## src/bgt_ram.sv

```systemverilog
// bgt_ram: generic simple dual-port ram, one write and one registered read port
// no dependencies
module bgt_ram #(
    parameter int WIDTH = 32,
    parameter int DEPTH = 64
) (
    input  logic                     i_clk,
    input  logic                     i_we,
    input  logic [$clog2(DEPTH)-1:0] i_waddr,
    input  logic [WIDTH-1:0]         i_wdata,
    input  logic [$clog2(DEPTH)-1:0] i_raddr,
    output logic [WIDTH-1:0]         o_rdata
);
    logic [WIDTH-1:0] r_mem [DEPTH];
    logic [WIDTH-1:0] r_rdata;

    always_ff @(posedge i_clk) begin
        if (i_we) begin
            r_mem[i_waddr] <= i_wdata;
        end
        r_rdata <= r_mem[i_raddr];
    end

    assign o_rdata = r_rdata;
endmodule

```

## config.mk

```make
export PLATFORM = sky130hd
export DESIGN_NAME = bgt_ram
export DESIGN_NICKNAME = d
export VERILOG_FILES = /design/src/bgt_ram.sv
export SDC_FILE = /design/constraint.sdc
export NUM_CORES = 2
export LEC_CHECK = 0
export BUFFER_PORTS_ARGS = -buffer_cell sky130_fd_sc_hd__buf_2
export CORE_ASPECT_RATIO = 2
export CORE_UTILIZATION = 55
export CTS_BUF_LIST = sky130_fd_sc_hd__clkbuf_4 sky130_fd_sc_hd__clkbuf_8
export CTS_CLUSTER_DIAMETER = 100
export DETAILED_ROUTE_END_ITERATION = 10
export GPL_TIMING_DRIVEN = 1
export PLACE_DENSITY = 0.82
export SYNTH_ARGS = -nofsm -noshare
export SYNTH_HDL_FRONTEND = slang
export SYNTH_SLANG_ARGS = --single-unit
```

## constraint.sdc

```tcl
create_clock -name i_clk -period 5.8 [get_ports i_clk]
set_input_delay 0.87 -clock i_clk [delete_from_list [all_inputs] [get_ports i_clk]]
set_output_delay 0.87 -clock i_clk [all_outputs]
set_load 0.1 [all_outputs]
```

; Word level (Yosys, flattened, before mapping)
; Memories as Yosys holds them, arrays and structs flattened. A register that Yosys moved wholly into a read port is not among the register bits.
; Cells that the tools add are included.
[word_totals]
register_bits = 0
latch_bits = 0
mem_bits_rw = 2048
mem_bits_ro = 0
inputBits = 46
out_inout_bits = 32
word_cells = 3
n_memories = 1
[memory_table]
columns = memory, depth, width, read_ports, rd_clocked_by_memory_dff, write_ports, line_no
row1 = r_mem, 64, 32, 1, 1, 1, 14  ; logic [WIDTH-1:0] r_mem [DEPTH];
[op_classes]
add_sub_neg = 0
multipliers = 0
div_mod_pow = 0
order_cmp = 0
eq_ne = 0
shift = 0
n_mux = 2
n_bitwise = 0
n_reduce_logical = 0
[ops]
columns = cell, n
row1 = $mux W1, 2

; Longest topological paths before layout
[logic_depth]
depth_word = 2
depth_mapped = 10
ltp_nobuf = 5

; Least setup slack after synthesis
; OpenSTA, ideal clock, no wires.
[synth_timing]
path_kind = input-to-reg
startpoint = in i_waddr[3]
endpoint = mem r_mem[48][0] (enable)
setup_ns = 0.461
arrival_time_ns = 3.569
t_required_ns = 5.339
setup_slack_ns = 1.770
stages = 4
path_buffers = 1
cell_sequence = clkbuf_1 nor2b_1 nand4b_1 nor3_1
[synth_lines]
columns = item, line_no
row1 = start: declaration, 9  ; input logic [$clog2(DEPTH)-1:0] i_waddr,
row2 = end: declaration, 14
; Straight into the memory's write port.

==> flow_metrics.tcl <==
set metrics [dict create \
    syn_area_sq_um 78500 \
    post_cts_resized 0 \
    rsz0062_at_grt "no" \
    start_util 0.556 \
    cts_setup_buffers 0 \
    min_from "i_wdata[6]" \
    end_kind "register" \
    std_cell_rows 195 \
    synth.avg_cell_area_sq_um 23.6 \
    firstDrtPassIters 5 \
    timing.slew.headroom -0.0503 \
    cap_violations 1 \
    min_path_type "input port to register" \
    synth-main-ff-cell "edfxtp_1" \
    path_clk_slew_ns 0.07 \
    violations "capacitance limit, slew limit" \
    path_max_fanout 69 \
    drt-wirelength-per-cell_um 36.0 \
    routabilityCongestion 0.829 \
    required_ns 6.51 \
    skew_ns 0.0460 \
    synth_seq_cells 2080 \
    cts_tree "built" \
    yosysWarningCount 0 \
    totalWireLength_mm 205 \
    outcome "complete, but fails checks" \
    final_common_cell "edfxtp_1" \
    cts.sinks 2080 \
    ir_drop_uv 152 \
    fmax_ghz 0.293 \
    die_w_um 269 \
    power.leakage_nw 27.1 \
    finalPower_mw 29.2 \
    drt_iter0_markers 5024 \
    grt_pass1_wl_mm 288 \
    path_class "input port to register" \
    worst_pin_slew_ns 1.57 \
    dr_total_vias 39000 \
    die_h_um 536 \
    drive_gt1_frac 0.325 \
    cp-startpoint "i_raddr[2]" \
    yosysUniqueCellTypes 34 \
    syn-instance-count 3324 \
    grt_overflow 0 \
    ios 78 \
    ant_nets 0 \
    final.period_utilization 0.588 \
    holdWs_ns 0.681 \
    grt_max_degree 77 \
    r2r_start "r_mem[36][8]$_DFFE_PP_" \
    portBuffers 77 \
    synthArstFlopShare 0 \
    arrival_ns 4.12 \
    h-tree-depth 5 \
    core_sq_um 141000 \
    avgViaCountPerCell 6.84 \
    area_delta_synth_final_pct 11.1 \
    cts-root-buf "clkbuf_8" \
    tns_ns 0 \
    nets 3664 \
    grt_pass1_vias 40700 \
    yosysSeqAreaShare 0.791 \
    critPathLaunchType "input port" \
    antenna_found_initial 16 \
    grt_use_total 0.286 \
    syn-num-nets 3370 \
    die_area_sq_um 144000 \
    finalSetupViolCount 0 \
    drc 0 \
    dp_hpwl_mm 117 \
    mostFrequentLayoutCells "2,048 x edfxtp_1, 544 x mux4_2, 288 x clkbuf_8" \
    clock_path_buffers 4 \
    powerDensity_nw_per_um2 334 \
    synth_edf_count 2048 \
    timing.final.crit_period_ns 3.41 \
    holdBufCountCts 0 \
    hold_viol 0 \
    clkLatencyLatePin_ns 0.90 \
    slew_viol_final 17 \
    cts-buffers-inserted 270 \
]
## synth_stat cells, types with 5 or more instances
library cell,instances,area share
a21oi_1,62,0.0040
a22oi_1,12,0.0011
a311oi_1,8,0.00089
buf_1,21,0.0010
buf_2,57,0.0036
buf_4,25,0.0024
buf_6,5,0.00072
clkbuf_1,74,0.0035
dfxtp_1,32,0.0082
edfxtp_1,2048,0.78
mux2i_1,93,0.012
mux4_2,544,0.16
nand2_1,26,0.0012
nand2b_1,8,0.00064
nand3_1,5,0.00032
nand3b_1,5,0.00048
nor2_1,137,0.0065
nor2b_1,15,0.0012
nor3_1,7,0.00045
o221ai_1,27,0.0030
o22ai_1,84,0.0067
## registers in the layout, summed over array words and instances, names as in the netlist
register / count
o_rdata: 32
r_mem: 2048
## logic make-up (layout without fill, tap and decap cells)
| logic type | after synthesis | count (layout) | share of synthesized area |
|---|---|---|---|
| other cells | 0 | 9 | 0 |
| compound gates | 202 | 202 | 0.0167 |
| simple gates | 223 | 223 | 0.0127 |
| flops | 2080 | 2080 | 0.791 |
| buf+inv | 182 | 674 | 0.0113 |
| mux | 637 | 637 | 0.168 |
## where the power goes
group,internal (mW),switching [mW],leakage [nW]
clock network,5.44,5.30,2.76
registers,16.6,0.0742,18.7
logic,0.547,1.17,5.68
total,22.6,6.54,27.1
## path summary, 6_finish.rpt
kind	to	depth (start not counted)	slack, ns
setup / recovery	o_rdata[8]$_DFF_P_	6	2.39
setup reg to reg	o_rdata[8]$_DFF_P_	5	3.51
hold reg to reg	o_rdata[4]$_DFF_P_	4	0.75
hold / removal	r_mem[40][6]$_DFFE_PP_	2	0.68
## through the flow
step | setup WS [ns] | std cells | instance area [sq um] | util
after floorplan | 1.77 | 3324 | 78500 | -
after global placement | 1.71 | 5217 | 82000 | 0.580
after detailed placement | 1.67 | 5217 | 82000 | 0.580
after CTS | 2.57 | 5687 | 87200 | 0.617
after global routing | 2.38 | 5691 | 87200 | 0.617
final | 2.39 | 5696 | 87200 | 0.618
## per-layer routing
metal,track usage,vias to the layer above,share of wire
met2,0.497,3262,0.52
met1,0.318,20100,0.31
met3,0.0612,804,0.10
met4,0.186,10,0.070
met5,0,-,0.00034
li1,-,14900,-
## cell type report
cell class                      count  area (sq um)
Antenna cell                        9          22.5
Clock inverter                    111           753
Multi-Input combinational cell   1062         16000
Sequential cell                  2080         62100
Fill cell                        8589         54000
Tap cell                         1871          2340
Clock buffer                      359          4500
Timing Repair Buffer              204          1510
## worst max-delay path: stages
cell and delay [ns]:
buf_8 0.45, nor2b_1 1.29, a22oi_1 0.24, and3_1 0.27
o32ai_1 0.72, nor3_1 0.09
Note: power is estimated with default switching activity, not from simulation.
