<file path="src/bgt_pkg.sv">
// bgt_pkg: shared types and constants of the bilinear grid table
// no dependencies
package bgt_pkg;

    // command codes of an input item
    localparam logic [1:0] CMD_LOAD_X    = 2'd0;
    localparam logic [1:0] CMD_LOAD_Y    = 2'd1;
    localparam logic [1:0] CMD_LOAD_GRID = 2'd2;
    localparam logic [1:0] CMD_QUERY     = 2'd3;

    // configuration register indexes
    localparam logic CFG_X_POINTS = 1'b0;
    localparam logic CFG_Y_POINTS = 1'b1;

    localparam int          CFG_WIDTH  = 7;
    localparam int          WGT_WIDTH  = 17;
    localparam logic [16:0] WEIGHT_ONE = 17'h10000;
    localparam int          WGT_FRAC   = 16;

    typedef struct packed {
        logic [1:0]         cmd;
        logic [11:0]        load_index;
        logic signed [31:0] load_value;
        logic signed [31:0] query_x;
        logic signed [31:0] query_y;
    } t_bgt_in;

    typedef struct packed {
        logic signed [31:0] interp_value;
        logic [5:0]         x_cell;
        logic [5:0]         y_cell;
        logic               flat_interval;
    } t_bgt_out;

    // status of one axis search
    typedef struct packed {
        logic        done;
        logic        flat;
        logic [16:0] weight;
    } t_bgt_axis_stat;

endpackage

</file>
<file path="src/bgt_ram.sv">
// bgt_ram: generic simple dual-port ram, one write and one registered read port
// no dependencies
module bgt_ram #(
    parameter int WIDTH = 32,
    parameter int DEPTH = 64
) (
    input  logic                     i_clk,
    input  logic                     i_we,
    input  logic [$clog2(DEPTH)-1:0] i_waddr,
    input  logic [WIDTH-1:0]         i_wdata,
    input  logic [$clog2(DEPTH)-1:0] i_raddr,
    output logic [WIDTH-1:0]         o_rdata
);
    logic [WIDTH-1:0] r_mem [DEPTH];
    logic [WIDTH-1:0] r_rdata;

    always_ff @(posedge i_clk) begin
        if (i_we) begin
            r_mem[i_waddr] <= i_wdata;
        end
        r_rdata <= r_mem[i_raddr];
    end

    assign o_rdata = r_rdata;
endmodule

</file>
<file path="src/bgt_axis.sv">
// bgt_axis: one axis of the table: breakpoint ram, bisection search and
// serial weight division; uses bgt_pkg and bgt_ram
module bgt_axis #(
    parameter int DEPTH       = 64,
    parameter int VALUE_WIDTH = 32
) (
    input  logic                         i_clk,
    input  logic                         i_rst_n,
    input  logic                         i_we,
    input  logic [$clog2(DEPTH)-1:0]     i_waddr,
    input  logic [VALUE_WIDTH-1:0]       i_wdata,
    input  logic                         i_start,
    input  logic [$clog2(DEPTH+1)-1:0]   i_points,
    input  logic signed [31:0]           i_q,
    output logic [$clog2(DEPTH)-1:0]     o_cell,
    output bgt_pkg::t_bgt_axis_stat      o_stat
);
    localparam int IW = $clog2(DEPTH);
    localparam int EW = (VALUE_WIDTH > 32) ? VALUE_WIDTH : 32;
    localparam int DW = EW + 1;

    typedef enum logic [2:0] {
        A_IDLE, A_END, A_FIRST, A_BIS, A_LOW, A_HIGH, A_DIV
    } t_astate;

    t_astate                 r_state;
    logic [IW-1:0]           r_lo, r_hi, r_mid;
    logic                    r_asc;
    logic signed [EW-1:0]    r_q;
    logic signed [VALUE_WIDTH-1:0] r_last, r_a0;
    logic [DW-1:0]           r_rem, r_den;
    logic [15:0]             r_quo;
    logic [3:0]              r_step;
    logic                    r_done, r_flat;
    logic [16:0]             r_weight;
    // the quotient stands in r_quo once a division has finished
    logic                    r_weight_from_div;

    logic [IW-1:0]           raddr;
    logic signed [VALUE_WIDTH-1:0] rdata;
    logic                    go_up;
    logic [IW-1:0]           c_lo, c_hi, c_mid;
    logic [IW:0]             c_sum;
    logic                    c_more;
    logic signed [DW-1:0]    num, den;
    logic [DW-1:0]           un, ud;
    logic [DW:0]             trial;

    bgt_ram #(.WIDTH(VALUE_WIDTH), .DEPTH(DEPTH)) u_ram (
        .i_clk   (i_clk),
        .i_we    (i_we),
        .i_waddr (i_waddr),
        .i_wdata (i_wdata),
        .i_raddr (raddr),
        .o_rdata (rdata)
    );

    // bisection step on the entry read in the previous cycle
    assign go_up  = ((EW'(r_q) >= EW'(rdata)) == r_asc);
    assign c_lo   = (r_state == A_BIS && go_up) ? r_mid : r_lo;
    assign c_hi   = (r_state == A_BIS && !go_up) ? r_mid : r_hi;
    assign c_sum  = {1'b0, c_lo} + {1'b0, c_hi};
    assign c_mid  = c_sum[IW:1];
    assign c_more = (c_hi - c_lo) > IW'(1);

    assign num   = DW'(r_q) - DW'(r_a0);
    assign den   = DW'(rdata) - DW'(r_a0);
    assign un    = num[DW-1] ? DW'(-num) : DW'(num);
    assign ud    = den[DW-1] ? DW'(-den) : DW'(den);
    assign trial = {r_rem, 1'b0};

    always_comb begin
        unique case (r_state)
            A_IDLE:           raddr = IW'(i_points - 1'b1);
            A_FIRST, A_BIS:   raddr = c_more ? c_mid : c_lo;
            A_LOW:            raddr = r_lo + IW'(1);
            default:          raddr = '0;
        endcase
    end

    always_ff @(posedge i_clk) begin
        if (!i_rst_n) begin
            r_state <= A_IDLE;
            r_done  <= 1'b0;
        end else begin
            unique case (r_state)
                A_IDLE: begin
                    if (i_start) begin
                        r_q     <= EW'(i_q);
                        r_lo    <= '0;
                        r_hi    <= IW'(i_points - 1'b1);
                        r_done  <= 1'b0;
                        r_flat  <= 1'b0;
                        r_state <= A_END;
                    end
                end
                A_END: begin
                    r_last  <= rdata;
                    r_state <= A_FIRST;
                end
                A_FIRST, A_BIS: begin
                    if (r_state == A_FIRST) begin
                        r_asc <= (r_last >= rdata);
                    end
                    r_lo    <= c_lo;
                    r_hi    <= c_hi;
                    r_mid   <= c_mid;
                    r_state <= c_more ? A_BIS : A_LOW;
                end
                A_LOW: begin
                    r_a0    <= rdata;
                    r_state <= A_HIGH;
                end
                A_HIGH: begin
                    priority if (den == '0) begin
                        r_flat   <= 1'b1;
                        r_weight <= '0;
                        r_done   <= 1'b1;
                        r_state  <= A_IDLE;
                    end else if (num == '0 || (num[DW-1] != den[DW-1])) begin
                        r_weight <= '0;
                        r_done   <= 1'b1;
                        r_state  <= A_IDLE;
                    end else if (un >= ud) begin
                        r_weight <= bgt_pkg::WEIGHT_ONE;
                        r_done   <= 1'b1;
                        r_state  <= A_IDLE;
                    end else begin
                        r_rem   <= un;
                        r_den   <= ud;
                        r_step  <= '0;
                        r_state <= A_DIV;
                    end
                end
                A_DIV: begin
                    if (trial >= {1'b0, r_den}) begin
                        r_rem <= DW'(trial - {1'b0, r_den});
                        r_quo <= {r_quo[14:0], 1'b1};
                    end else begin
                        r_rem <= DW'(trial);
                        r_quo <= {r_quo[14:0], 1'b0};
                    end
                    r_step <= r_step + 4'd1;
                    if (r_step == 4'd15) begin
                        r_state <= A_IDLE;
                        r_done  <= 1'b1;
                    end
                end
                default: r_state <= A_IDLE;
            endcase
        end
    end

    assign o_cell        = r_lo;
    assign o_stat.done   = r_done;
    assign o_stat.flat   = r_flat;
    assign o_stat.weight = (r_state == A_IDLE && r_done && r_weight_from_div) ?
                           {1'b0, r_quo} : r_weight;

    always_ff @(posedge i_clk) begin
        if (!i_rst_n) begin
            r_weight_from_div <= 1'b0;
        end else if (r_state == A_HIGH) begin
            r_weight_from_div <= !(den == '0 || num == '0 ||
                                   (num[DW-1] != den[DW-1]) || un >= ud);
        end
    end
endmodule
</file>
<file path="config.mk">
export PLATFORM = sky130hd
export DESIGN_NAME = bgt_axis
export DESIGN_NICKNAME = d
export VERILOG_FILES = /design/src/bgt_pkg.sv /design/src/bgt_ram.sv /design/src/bgt_axis.sv
export SDC_FILE = /design/constraint.sdc
export NUM_CORES = 2
export LEC_CHECK = 0
export BUFFER_PORTS_ARGS = -buffer_cell sky130_fd_sc_hd__buf_2
export CORE_ASPECT_RATIO = 2
export CORE_MARGIN = 10
export CORE_UTILIZATION = 45
export CTS_CLUSTER_DIAMETER = 150
export DETAILED_ROUTE_END_ITERATION = 8
export GPL_ROUTABILITY_DRIVEN = 0
export PLACE_DENSITY = 0.6
export SLEW_MARGIN = 0
export SYNTH_ARGS = -nofsm -noshare
export SYNTH_HDL_FRONTEND = slang
export SYNTH_HIERARCHICAL = 1
export SYNTH_SLANG_ARGS = --single-unit
</file>
<file path="constraint.sdc">
create_clock -name i_clk -period 17.15 [get_ports i_clk]
set_input_delay 0 -clock i_clk [delete_from_list [all_inputs] [get_ports i_clk]]
set_output_delay 0 -clock i_clk [all_outputs]
set_load 0.03 [all_outputs]
</file>
=== After elaboration in Yosys (flattened, before gate mapping) ===
Memory sizes are Yosys's and may differ from the RTL's. A register that Yosys moved wholly into a read port is not among the register bits.
Cells that the tools add are included.

* Add/sub/neg operators: 10
* Multipliers: 0
* Divide/modulo/power cells: 0
* Magnitude comparators: 5
* Equality and inequality tests: 16
* Shifts and indexed selects: 0
* Muxes and demuxes: 39
* Bitwise operators: 3
* Reduce and logical (&&, ||, !) cells: 33

{| class="wikitable"
|+ Operators by type and width
! kind !! number
|-
| $mux 33 || 6
|-
| $logic_not 33->1 || 2
|-
| $neg 33->33 || 2
|-
| $pmux 33 s2 || 1
|-
| $sub 32x32->33 || 2
|-
| $ge 32x32->1 || 2
|-
| $ge 34x33->1 || 1
|-
| $mux 17 || 2
|-
| $ge 33x33->1 || 1
|-
| $sub 33x33->33 || 1
|-
| $mux 6 || 5
|-
| $pmux 6 s2 || 2
|-
| $mux 3 || 6
|-
| $pmux 3 s6 || 1
|-
| $pmux 6 s3 || 1
|-
| $mux 4 || 3
|-
| $reduce_and 3->1 || 4
|-
| $ne 2x2->1 const B || 5
|-
| $reduce_and 2->1 || 5
|-
| $reduce_and 5->1 || 2
|-
| $eq 3x3->1 const B || 3
|-
| $mux 1 || 9
|-
| $pmux 4 s2 || 1
|-
| $reduce_and 4->1 || 2
|-
| 23 further kinds || 37
|}

* Flip-flop bits (word level): 208
* Bits in latches: 0
* Memory bits (writable): 2048
* Memory bits (read-only): 0
* Input bits: 81
* Output and inout port bits: 25
* Logic and storage cells: 123
* Memories: 1

{| class="wikitable"
|+ Memories
! memory !! depth !! width !! rd ports !! clocked after Yosys merged registers in !! wr ports !! RTL line !! RTL
|-
| u_ram.r_mem || 64 || 32 || 1 || 1 || 1 || bgt_ram.sv:14 || <nowiki>logic [WIDTH-1:0] r_mem [DEPTH];</nowiki>
|}

=== Depth between registers and ports, before layout ===
* Depth after elaboration: 9
* Depth in mapped cells: 35
* Gate-level depth less buffers: 30

=== Hierarchy ===
The synthesis kept the hierarchy.

{| class="wikitable"
|+ Modules (own cells, without submodules)
! module !! times used !! cells each !! area each (um^2) !! seq. area each (um^2)
|-
| bgt_ram || 1 || 3324 || 78515.3 || 62139.6
|-
| bgt_axis || 1 || 2000 || 18261.3 || 6195.9
|}

=== Least setup slack after synthesis ===
OpenSTA, ideal clock, no wires.

* Kind: register to register
* Start point: register r_a0[0]
* End point: register r_den[0], enable pin
* Data arrival time: 7207 ps
* Setup slack: 9471 ps
* Stages on the path, launching flop included: 20
* Buffers on the path: 0
* Clock period less this slack: 7679 ps
* Cells stage by stage: edfxtp_1 > ha_1 > fa_1 > nand2b_1 > a211o_1 > a21oi_1 > nor3_2 > o41ai_1 > xor2_1 > or3_4 > or4_4 > nand2b_1 > nand2_1 > xor2_1 > ha_1 > a211oi_1 > nand3b_1 > a2111oi_0 > a31oi_1 > nor3b_1

* Word-level cells in the longest chain between the ends: 6
* Elaborated cells between the ends (all ways): 15

{| class="wikitable"
|+ Ends and longest elaborated chain
! item !! RTL line !! RTL
|-
| start: declaration || bgt_axis.sv:30 || <nowiki>logic signed [VALUE_WIDTH-1:0] r_last, r_a0;</nowiki>
|-
| start signal: assignment || bgt_axis.sv:111 || <nowiki>r_a0 <= rdata;</nowiki>
|-
| $sub 32x32->33, on equally long branches || bgt_axis.sv:66, bgt_axis.sv:67 ||
|-
| $neg 33->33, on equally long branches || bgt_axis.sv:68, bgt_axis.sv:69 ||
|-
| $mux 33, on equally long branches || bgt_axis.sv:68, bgt_axis.sv:69 ||
|-
| $ge 33x33->1 || bgt_axis.sv:124 || <nowiki>end else if (un >= ud) begin</nowiki>
|-
| $not 1->1 (no line) || - ||
|-
| $reduce_and 5->1 (no line) * || - ||
|-
| end signal: assignment || bgt_axis.sv:130 || <nowiki>r_den <= ud;</nowiki>
|-
| end: declaration || bgt_axis.sv:31 || <nowiki>logic [DW-1:0] r_rem, r_den;</nowiki>
|}

Every way passes the cells marked *; elsewhere a longest branch is shown, timed or not.
A chain may end at the register's enable or synchronous reset.

=== Worst setup path after layout ===
* Start point: register u_ram.r_rdata[15] (netlist: u_ram/o_rdata[15]) (read register of u_ram.r_mem)
* End point: register u_ram.r_rdata[13] (netlist: u_ram/o_rdata[13]) (read register of u_ram.r_mem)

* Elaborated cells between the ends (all ways): 12

{| class="wikitable"
|+ RTL lines
! item !! RTL line !! RTL
|-
| start: declaration || bgt_ram.sv:15 || <nowiki>logic [WIDTH-1:0] r_rdata;</nowiki>
|-
| $ge 32x32->1 || bgt_axis.sv:59 || <nowiki>assign go_up = ((EW'(r_q) >= EW'(rdata)) == r_asc);</nowiki>
|-
| $eq 1x1->1 || bgt_axis.sv:59 ||
|-
| $logic_and 1x1->1 || bgt_axis.sv:60 || <nowiki>assign c_lo = (r_state == A_BIS && go_up) ? r_mid : r_lo;</nowiki>
|-
| $mux 6 || bgt_axis.sv:60 ||
|-
| named net c_lo[2] || bgt_axis.sv:42 || <nowiki>logic [IW-1:0] c_lo, c_hi, c_mid;</nowiki>
|-
| $sub 6x6->6 || bgt_axis.sv:64 || <nowiki>assign c_more = (c_hi - c_lo) > IW'(1);</nowiki>
|-
| $gt 6x1->1 || bgt_axis.sv:64 ||
|-
| $mux 6 || bgt_axis.sv:75 || <nowiki>A_FIRST, A_BIS: raddr = c_more ? c_mid : c_lo;</nowiki>
|-
| $pmux 6 s3 || bgt_axis.sv:73 || <nowiki>unique case (r_state)</nowiki>
|-
| named net raddr[0] || bgt_axis.sv:39 || <nowiki>logic [IW-1:0] raddr;</nowiki>
|}

The timed path passes the listed nets, and every way through them passes these cells.

==> results.ini <==
[finish]
area.growth.synth_to_final_pct=12.12
final_cell_area_um2=108500
drive_gt1_frac=0.2070
final_nets=5913
fillers=17380
layout.cells.non_filler=8557

[floorplan]
io_pins=106
chipHeight_um=675.8
dieArea_um2=235100
coreArea_um2=213800
rows=240
initial_core_util=0.4526
die_w_um=347.9

[worst_setup_path]
cp-end-kind=flip-flop
cpPeakStageDelay_ns=0.75
cp.arrival_ns=10.84
cpLargestDelayFamily=simple AND/OR/NAND/NOR gates
setup.worst_path.start_class=flip-flop
crit_slowest_cell=buf_4
critical_path_peak_fanout=75
cp_num_buf_inv=6
crit_type=flip-flop to flip-flop
cp_data_required_time_ns=17.84
path_common_cell=nor2_1

[timing]
max_slew_margin=0.1221
fin_tns_setup_ns=0
fin_crit_ns=10.15
finalSetupViolCount=0
finalHoldViolCount=0
timing.final.crit_share=0.5918
drv_slew=0
fmaxAchievable_ghz=0.09853
tightest_slew_ns=1.305
clock_skew_ns=0.04052
rsz0062_at_grt=no
finalWorstSetupSlack_ns=7.000

[yosys]
synthTopCellsByArea=edfxtp_1 70%, mux4_2 13%, ha_1 2.7%
async_reset_ff_frac=0
ys_types=96
synthFlopType=edfxtp_1
synth_top_cell_area_share=0.6985
synth_edf_count=2251
synth_fp_nets=5619
yosys_warnings=6
avgSynthCellArea_um2=18.18
syn_area_um2=96780
yosys.area.top_type=edfxtp_1
ys_seq_area_frac=0.7061
ys_top_cells_by_count=2,251 x edfxtp_1, 544 x mux4_2, 281 x nor2_1, 221 x a21oi_1, 209 x ha_1
synth_most_common_cell=edfxtp_1
synth_seq_cells=2288
netlist_instances=5324

[power_and_ir_drop]
p_leak_nw=35.31
p_int_mw=10.21
peakVddDrop_mv=0.07854
power.density_nw_per_um2=134.1
clkPwrFrac=0.299
p_switching_mw=4.336
p_seq_frac=0.441
p_comb_frac=0.260
swShare=0.2980

[global_route]
grt_pass1_vias=54020
grt_pass1_wl_um=376200
overflow=0
antenna_found_initial=16
grt_usage=0.2209
grt_max_degree=116

[hold_path]
worstHoldPathType=primary input to flip-flop

[placed_design]
pre_cts_slack_ns=6.828
placed_area_um2=101300
io_buffers=104
dp_hpwl_um=169800
place_inst=8092

[cts]
clk_pin_slew_ns=0.06
cts-root-buf=clkbuf_16
clock_latency_ns=0.84
htreeDepth=4
cts_sinks=2288
cts_buffers=195
clockBufferDepth=4
cts_tree=built
post_cts_buffers=0

[routing]
drtIter0Drc=4248
wl_per_cell_um=30.62
vias=51510
wirelength_um=262000
drc_errors=0
drt_pre_antenna_iters=6
avgViaCountPerCell=6.020
ant_nets=0

[outcome]
status=finished, final reports clean

[run]
drv_cap=0

==> worst min-delay path: stages <==
cell	delay, ns
buf_2	0.16
nand4_1	0.34
nor2_4	0.22
==> logic make-up after synthesis <==
family / Yosys count / share of synthesized area
adder cells (fa/ha/maj): 214 / 0.02806
multiplexers: 673 / 0.1401
buffers and inverters: 417 / 0.01875
flip-flops: 2288 / 0.7061
AO/OA/AOI/OAI: 759 / 0.05147
XOR/XNOR: 145 / 0.01312
AND/OR/NAND/NOR: 828 / 0.04235
==> final timing paths <==
kind | start | end | slack (ns) | cells after the start
min reg2reg | r_quo[1] | r_quo[2] | 0.44 | 0
max reg2reg | u_ram/o_rdata[15] | u_ram/o_rdata[13] | 7.00 | 29
min | i_waddr[4] | u_ram/r_mem[55][17] | 0.11 | 3
max | u_ram/o_rdata[15] | u_ram/o_rdata[13] | 7.00 | 29
==> routing by layer <==
| metal | up-vias | wire, µm | GRT usage |
|---|---|---|---|
| met5 | - | 53 | 0 |
| met4 | 8 | 15970 | 0.1192 |
| met3 | 595 | 11340 | 0.02403 |
| met2 | 1626 | 147700 | 0.4305 |
| met1 | 27100 | 86950 | 0.2281 |
| li1 | 22180 | - | - |
==> cell type report <==
cell class	instances	area, µm²	share of cell area
flip-flops and latches	2288	68340	0.6298
multi-input cells	2619	27250	0.2512
clock buffers	249	5226	0.04816
well taps	2783	3482	0.03209
repair buffers	343	2670	0.02461
clock inverters	94	872.1	0.008037
inverters	171	641.9	0.005915
diodes	10	25.02	0.0002306
==> registers in the layout, indices dropped and copies added (netlist names), 4 cells and up <==
name	count
u_ram/r_mem	2048
r_q	32
r_den	33
r_last	32
r_step	4
r_hi	6
r_rem	33
r_a0	32
r_quo	16
u_ram/o_rdata	32
r_mid	6
o_cell	6
==> cells in the final DEF, fill, tap and decap left out, types with 54 or more instances in the layout <==
master         synthesis  layout
o22ai_1               89      89
ha_1                 209     209
a21oi_1              221     220
inv_1                170     170
clkbuf_16              0     198
nand2_1              163     162
edfxtp_1            2251    2251
dlygate4sd3_1          0     112
nand3_1               56      56
a21o_1                65      65
nor2_1               281     216
xnor2_1               91      91
buf_2                 70     104
mux2i_1              114     114
buf_4                 27     121
o21ai_0              112     106
nor2_4                 0      64
mux4_2               544     544
xor2_1                54      54
==> power by group through the flow <==
stage               combinational (mW)  sequential (mW)  clock (mW)
floorplan                         2.59             6.47           0
global placement                  3.75             6.53           0
detailed placement                3.79             6.54           0
CTS                               3.82             6.41        4.44
global route                      4.08             6.42        4.62
finish                            3.79             6.41        4.35
==> what timing repair did <==
action | in CTS | in global routing
hold buffers | 112 | 0
gates resized for setup | 0 | 0
endpoints found under the setup margin | 0 | 0
endpoints found under the hold margin | 2191 | 0
==> stage by stage <==
stage / total power [mW] / utilization / hold WS, ns
floorplan: 9.066 / - / 0.09887
global placement: 10.28 / 0.4736 / 0.1808
detailed placement: 10.33 / 0.4736 / 0.1781
CTS: 14.68 / 0.5074 / 0.05800
global route: 15.12 / 0.5075 / 0.1122
finish: 14.55 / 0.5075 / 0.1106
No activity file was read; power rests on OpenSTA's default activity.
